File: src/rtl/flow_table_lookup_insert_evict_macros.svh
// ---------------------------------------------------------------------------
// Flow table assertion macros
// Immediate-consequence and next-cycle property checks, with an empty
// variant when NO_ASSERTIONS is defined.
// ---------------------------------------------------------------------------
`ifndef FLOW_TABLE_LOOKUP_INSERT_EVICT_MACROS_SVH
`define FLOW_TABLE_LOOKUP_INSERT_EVICT_MACROS_SVH

`ifndef NO_ASSERTIONS
// The consequent holds in the same cycle as the antecedent.
`define FTLIE_ASSERT_IMPL(name, clk, rst, ante, cons) \
  name: assert property (@(posedge clk) disable iff (rst) (ante) |-> (cons)) \
    else $error("flow table assertion failed");
// The consequent holds in the cycle after the antecedent.
`define FTLIE_ASSERT_NEXT(name, clk, rst, ante, cons) \
  name: assert property (@(posedge clk) disable iff (rst) (ante) |=> (cons)) \
    else $error("flow table assertion failed");
`else
`define FTLIE_ASSERT_IMPL(name, clk, rst, ante, cons)
`define FTLIE_ASSERT_NEXT(name, clk, rst, ante, cons)
`endif

`endif

File: src/rtl/ftlie_ram.sv
// ---------------------------------------------------------------------------
// Generic simple dual-port RAM
// One write port and one read port with a registered, enabled read.
// ---------------------------------------------------------------------------
module ftlie_ram #(
  parameter int WIDTH = 8,
  parameter int DEPTH = 16,
  localparam int AW = $clog2(DEPTH)
) (
  input  logic             clk,
  input  logic             we,
  input  logic [AW-1:0]    waddr,
  input  logic [WIDTH-1:0] wdata,
  input  logic             re,
  input  logic [AW-1:0]    raddr,
  output logic [WIDTH-1:0] rdata
);

  logic [WIDTH-1:0] mem [DEPTH];

  // Write port.
  always_ff @(posedge clk) begin
    if (we) begin
      mem[waddr] <= wdata;
    end
  end

  // Read port; the data holds while re is low.
  always_ff @(posedge clk) begin
    if (re) begin
      rdata <= mem[raddr];
    end
  end

endmodule

File: config.mk
export PLATFORM = sky130hd
export DESIGN_NAME = ftlie_ram
export DESIGN_NICKNAME = d
export VERILOG_FILES = /design/src/rtl/flow_table_lookup_insert_evict_macros.svh /design/src/rtl/ftlie_ram.sv
export SDC_FILE = /design/constraint.sdc
export NUM_CORES = 1
export LEC_CHECK = 0
export ABC_CLOCK_PERIOD_IN_PS = 1700
export BUFFER_PORTS_ARGS = -buffer_cell sky130_fd_sc_hd__buf_2
export CAP_MARGIN = 0
export CORE_MARGIN = 5
export CORE_UTILIZATION = 28
export CTS_BUF_LIST = sky130_fd_sc_hd__clkbuf_2 sky130_fd_sc_hd__clkbuf_4 sky130_fd_sc_hd__clkbuf_8
export CTS_CLUSTER_SIZE = 25
export DETAILED_ROUTE_END_ITERATION = 16
export GPL_ROUTABILITY_DRIVEN = 0
export PLACE_DENSITY = 0.49
export SYNTH_ARGS = -nofsm -noshare
export SYNTH_HDL_FRONTEND = slang
export SYNTH_SLANG_ARGS = --single-unit
File: constraint.sdc
create_clock -name clk -period 1.7 [get_ports clk]
set_input_delay 0.255 -clock clk [delete_from_list [all_inputs] [get_ports clk]]
set_output_delay 0.255 -clock clk [all_outputs]
set_load 0.02 [all_outputs]
==> impl_metrics.py, run 1 <==
metrics = {
    "logic_synthesis": {
        "yosysTopAreaCell": "edfxtp_1",
        "synth_top_area_share_pct": 78.1,
        "synth_compound_area_share_pct": 2.30,
        "synth_edf_count": 136,
        "synth.distinct_cells": 18,
        "async_flop_share_pct": 0,
        "synth_adder_area_share_pct": 0,
        "synth_top_family_by_area": "multiplexers",
        "synthTopCellsByCount": "edfxtp_1 (136), mux4_2 (18), a22oi_1 (16), mux4_1 (14), nor2_1 (13)",
        "ys.flop_type": "edfxtp_1",
        "syn_area_sq_mm": 0.00523,
        "synth_nets": 248,
        "synthMuxAreaShare_pct": 14.8,
        "synthTopCellsByArea": "edfxtp_1 (78%), mux4_2 (7.8%), mux4_1 (7.0%)",
        "ys_ff_latch": 136,
        "syn-mean-instance-area_sq_um": 22.8,
        "postSynthCellCount": 229,
        "yosys.cell_count.top_type": "edfxtp_1",
        "synth_xor_area_share_pct": 0,
        "ys_seq_area_share_pct": 78.1,
        "synthSimpleGateAreaFrac_pct": 3.14,
        "yosysWarnings": 0,
    },
    "clock_network": {
        "numCtsBuffers": 17,
        "cts-resized-gates": 0,
        "cts.sinks": 136,
        "cts_buffer_depth": 2,
        "htreeDepth": 4,
        "clk_latency_ns": 0.44,
        "postCtsSetupRepairBufs": 0,
        "path_clk_slew_ns": 0.07,
        "cts_tree": "done",
        "hold_buffers": 0,
        "root_buffer": "clkbuf_8",
    },
    "pwr": {
        "worst_ir_drop_vdd_mv": 0.477,
        "intPower_mw": 5.38,
        "sw_frac_of_total_pct": 20.5,
        "combPwrFrac_pct": 5.7,
        "p_switching_mw": 1.39,
        "p_seq_share_pct": 56.1,
        "powerDensity_mw_per_mm2": 1100,
        "clockPowerShare_pct": 38.3,
        "leakage_nw": 2.05,
    },
    "floorplan": {
        "coreArea_sq_mm": 0.0185,
        "floorplan.initialDensity_pct": 28.2,
        "row_count": 50,
        "chipHeight_um": 147,
        "io-pin-count": 27,
        "die_area_sq_mm": 0.0215,
        "die_width_um": 147,
    },
    "cells_and_area": {
        "drive_gt1_share_pct": 32.3,
        "n_fill_cell": 1754,
        "diodes": 0,
        "final_core_util_pct": 33.3,
        "area.sequential_sq_mm": 0.00408,
        "multi_input_area_sq_mm": 0.00106,
        "syn2layout_area_growth_pct": 17.9,
        "fin_nets": 306,
        "fin_cells": 534,
        "final_area_sq_mm": 0.00616,
    },
    "sta": {
        "fmax_mhz": 629,
        "post-route-period-util_pct": 93.6,
        "finalMaxSlewViolations": 0,
        "setup_viol": 0,
        "worstMarginPinSlew_ns": 0.802,
        "min_period_ns": 1.59,
        "slew_headroom_pct": 46.3,
        "rsz0062_at_grt": "no",
        "hold_violations": 0,
        "fin_tns_setup_ns": 0,
        "final.setup_skew_ns": 0.00845,
    },
    "setup_path": {
        "critPathMaxStageDelay_ns": 0.49,
        "start_kind": "flip-flop",
        "crit_slowest_cell": "mux4_1",
        "endpoint_kind": "flip-flop",
        "required_ns": 1.87,
        "crit_family": "multiplexers",
        "crit_type": "reg -> reg",
        "cp.arrival_ns": 1.76,
        "crit_chain": "mux4_1, a22oi_1, nand2_1",
        "path_buf_inv": 0,
        "critPathMaxFanout": 1,
    },
    "routing": {
        "drtPass1Iterations": 4,
        "drc": 0,
        "routed_wirelength_um": 10900,
        "vias_per_cell": 4.58,
        "detail-route-antenna-nets": 0,
        "vias": 2446,
        "wl_per_cell_um": 20.4,
        "drt_iter0_markers": 146,
    },
    "global_routing": {
        "busiest_layer": "met2",
        "grt_util_met3_pct": 4.00,
        "antenna_found_initial": 1,
        "grt_max_degree": 24,
        "grt_pass1_wl_um": 16600,
        "grt_usage_pct": 10.9,
        "groute.layer.met1.usage_pct": 14.9,
        "gr-total-overflow": 0,
        "gr-usage-met2_pct": 16.0,
        "first_global_vias": 2610,
    },
    "placement": {
        "dpl.cell_count": 502,
        "hpwl_um": 6990,
        "place_area_sq_mm": 0.00578,
        "numPortBuffers": 26,
    },
    "outcome": {
        "status": "complete, no violations",
    },
    "run": {
        "cap_violations": 0,
    },
    "worst_hold_path": {
        "hold_class": "in -> reg",
    },
}
routing by layer:
layer | part of all wire, % | wire, um
met1 | 46 | 4960
met2 | 47 | 5110
met4 | 1.2 | 133
met3 | 6.0 | 657
met5 | 0.12 | 13
final cells by class:
type,instances,share of cell area [%]
tap,234,4.75
sequential,136,66.3
clock buffer,19,4.04
timing repair buffer,49,5.52
multi-input combinational,83,17.2
clock inverter,13,2.19
state kept, by name (all words and copies together), names as in the netlist:
name   flops
mem      128
rdata      8
path summary, 6_finish.rpt:
path                   from         to  slack (ns)  cells past startpoint
setup / recovery  mem[3][5]   rdata[5]        0.11                      3
hold / removal     wdata[4]  mem[2][4]        0.19                      1
setup reg to reg  mem[3][5]   rdata[5]        0.11                      3
hold reg to reg   mem[8][1]   rdata[1]        0.76                      3
cells in the final DEF (no fill, tap or decap):
cell         n
edfxtp_1   136
and2b_1      1
mux4_1      14
nand2b_1     2
nand3_1      1
mux4_2      18
clkbuf_8    17
nor3_2       1
bufinv_16    3
nor2b_1      1
or3b_2       1
nand2_1      9
nand3b_1     2
nor3_1       3
clkinv_2     6
clkinv_1     4
buf_2       26
and2_1       1
a22oi_1     16
buf_12       3
buf_4       20
nor2_1      13
clkbuf_4     2
through the flow:
step	power, mW	hold WS [ns]	setup slack [ns]
floorplan	4.07	0.354	0.163
global placement	4.25	0.651	-0.190
detailed placement	4.26	0.658	-0.193
CTS	6.84	0.174	0.0928
global route	7.04	0.169	0.0508
finish	6.77	0.193	0.109
kinds of logic after synthesis:
kind of cell / after synthesis
AO/OA/AOI/OAI: 16
AND/OR/NAND/NOR: 35
multiplexers: 32
flip-flops: 136
buffers and inverters: 10
power by group through the flow:
stage	Clock (mW)	Combinational [mW]	Sequential (mW)
after global placement	0	0.389	3.87
final	2.59	0.383	3.79
after detailed placement	0	0.394	3.87
after global routing	2.82	0.417	3.80
after floorplan	0	0.191	3.88
after CTS	2.66	0.394	3.79
(Power assumes the default switching activity.)
==> inputs of run 2 (changes only) <==
PLACE_DENSITY = 0.42   (was 0.49)
==> run 2 against run 1 <==
- sequential power hardly changed
- combinational power rose by 1%
- highest routed layer is now met4
- worst hold slack improved by 0.0028 ns
- cell count increased by 0.37%
- clock skew grew 0.0015 ns
- largest cell class unchanged
- first-iteration DRC count up 21%
- critical path type unchanged
==> impl_metrics.py, run 2 (synthesis gave the netlist of run 1 again) <==
metrics = {
    "outcome": {
        "status": "complete, no violations",
    },
    "clock_network": {
        "cts_buffer_depth": 2,
        "clk_latency_ns": 0.44,
        "cts.sinks": 136,
        "hold_buffers": 0,
        "numCtsBuffers": 17,
        "postCtsSetupRepairBufs": 0,
        "path_clk_slew_ns": 0.08,
        "root_buffer": "clkbuf_8",
        "cts-resized-gates": 0,
        "cts_tree": "done",
        "htreeDepth": 4,
    },
    "floorplan": {
        "row_count": 50,
        "die_width_um": 147,
        "die_area_sq_mm": 0.0215,
        "coreArea_sq_mm": 0.0185,
        "chipHeight_um": 147,
        "floorplan.initialDensity_pct": 28.2,
        "io-pin-count": 27,
    },
    "sta": {
        "setup_ws_ns": 0.124,
        "rsz0062_at_grt": "no",
        "finalMaxSlewViolations": 0,
        "slew_headroom_pct": 42.6,
        "fin_tns_setup_ns": 0,
        "final.setup_skew_ns": 0.00998,
        "worstMarginPinSlew_ns": 0.858,
        "post-route-period-util_pct": 92.7,
        "hold_violations": 0,
        "min_period_ns": 1.58,
        "setup_viol": 0,
        "fmax_mhz": 635,
    },
    "pwr": {
        "powerDensity_mw_per_mm2": 1080,
        "worst_ir_drop_vdd_mv": 0.478,
        "leakage_nw": 2.03,
    },
    "routing": {
        "detail-route-antenna-nets": 0,
        "drtPass1Iterations": 5,
        "drc": 0,
        "vias_per_cell": 4.51,
        "drt_iter0_markers": 176,
        "vias": 2417,
        "wl_per_cell_um": 20.9,
        "routed_wirelength_um": 11200,
    },
    "global_routing": {
        "grt_pass1_wl_um": 17100,
        "grt_max_degree": 20,
        "first_global_vias": 2601,
        "grt_usage_pct": 11.2,
        "antenna_found_initial": 0,
        "gr-total-overflow": 0,
    },
    "setup_path": {
        "crit_slowest_cell": "mux4_1",
        "crit_chain": "mux4_1, a22oi_1, nand2_1",
        "start_kind": "flip-flop",
        "crit_type": "reg -> reg",
        "cp.arrival_ns": 1.77,
        "endpoint_kind": "flip-flop",
        "critPathMaxFanout": 1,
        "critPathMaxStageDelay_ns": 0.59,
        "required_ns": 1.89,
    },
    "cells_and_area": {
        "regMostFlops": "mem",
        "largest_reg_flops": 128,
        "syn2layout_area_growth_pct": 18.8,
        "final_common_cell": "edfxtp_1",
        "multi_input_area_sq_mm": 0.00106,
        "n_fill_cell": 1758,
        "layout_common_cells": "edfxtp_1 (136), buf_2 (26), buf_4 (20), mux4_2 (18), clkbuf_8 (17)",
        "area.sequential_sq_mm": 0.00408,
        "drive_gt1_share_pct": 33.8,
        "top_regs": "mem (128), rdata (8)",
        "diodes": 0,
        "fin_cells": 536,
        "fin_nets": 308,
    },
    "run": {
        "cap_violations": 0,
    },
    "placement": {
        "numPortBuffers": 26,
        "place_ws_ns": -0.129,
        "hpwl_um": 7600,
        "dpl.cell_count": 504,
    },
    "worst_hold_path": {
        "hold_class": "in -> reg",
    },
}
[run 2: cell types whose count changed in the layout (fill, tap and decap cells not counted), sizes merged]
cell / delta
bufinv: -1
clkinvlp: +8
inv: +1
clkinv: -6
buf: +2
clkbuf: -2
[run 2: routing by layer]
metal | routed length, um | global-route usage [%]
met1 | 5230 | 14.9
met2 | 5400 | 17.1
met3 | 407 | 2.89
met4 | 174 | 5.22
met5 | 0 | 0
[run 2: layout make-up]
type / instances / area share, %
Sequential cell: 136 / 65.8
Tap cell: 234 / 4.72
Multi-Input combinational cell: 83 / 17.1
Clock inverter: 15 / 2.50
Clock buffer: 17 / 3.77
Timing Repair Buffer: 51 / 6.13
[run 2: where the power goes]
group	switching, mW	internal, mW
sequential	0.0191	3.77
combinational	0.224	0.164
clock	1.26	1.30
total	1.50	5.23
[run 2: worst paths after layout]
| kind | endpoint | slack (ns) | start | depth (start not counted) |
|---|---|---|---|---|
| worst max-delay path | rdata[3] | 0.12 | mem[5][3] | 3 |
| worst min-delay path | mem[6][7] | 0.20 | wdata[7] | 1 |
| worst max register to register | rdata[3] | 0.12 | mem[5][3] | 3 |
| worst min register to register | rdata[2] | 0.75 | mem[14][2] | 3 |
[run 2: worst max-delay path: cells and delay by family, from the launching register on]
| family | cells | cell delay [ns] |
|---|---|---|
| DFF | 1 | 0.38 |
| muxes | 1 | 0.59 |
| AOI/OAI and AO/OA | 1 | 0.28 |
| and+or+nand+nor | 1 | 0.08 |
[run 2: metrics by stage]
stage	total power, mW	area [sq um]	hold WS, ns	util, %
global placement	4.27	5820	0.649	31.4
CTS	6.84	6210	0.164	33.5
detailed placement	4.27	5820	0.665	31.4
finish	6.73	6210	0.195	33.5
global route	7.00	6210	0.185	33.5
floorplan	4.07	5230	0.354	-
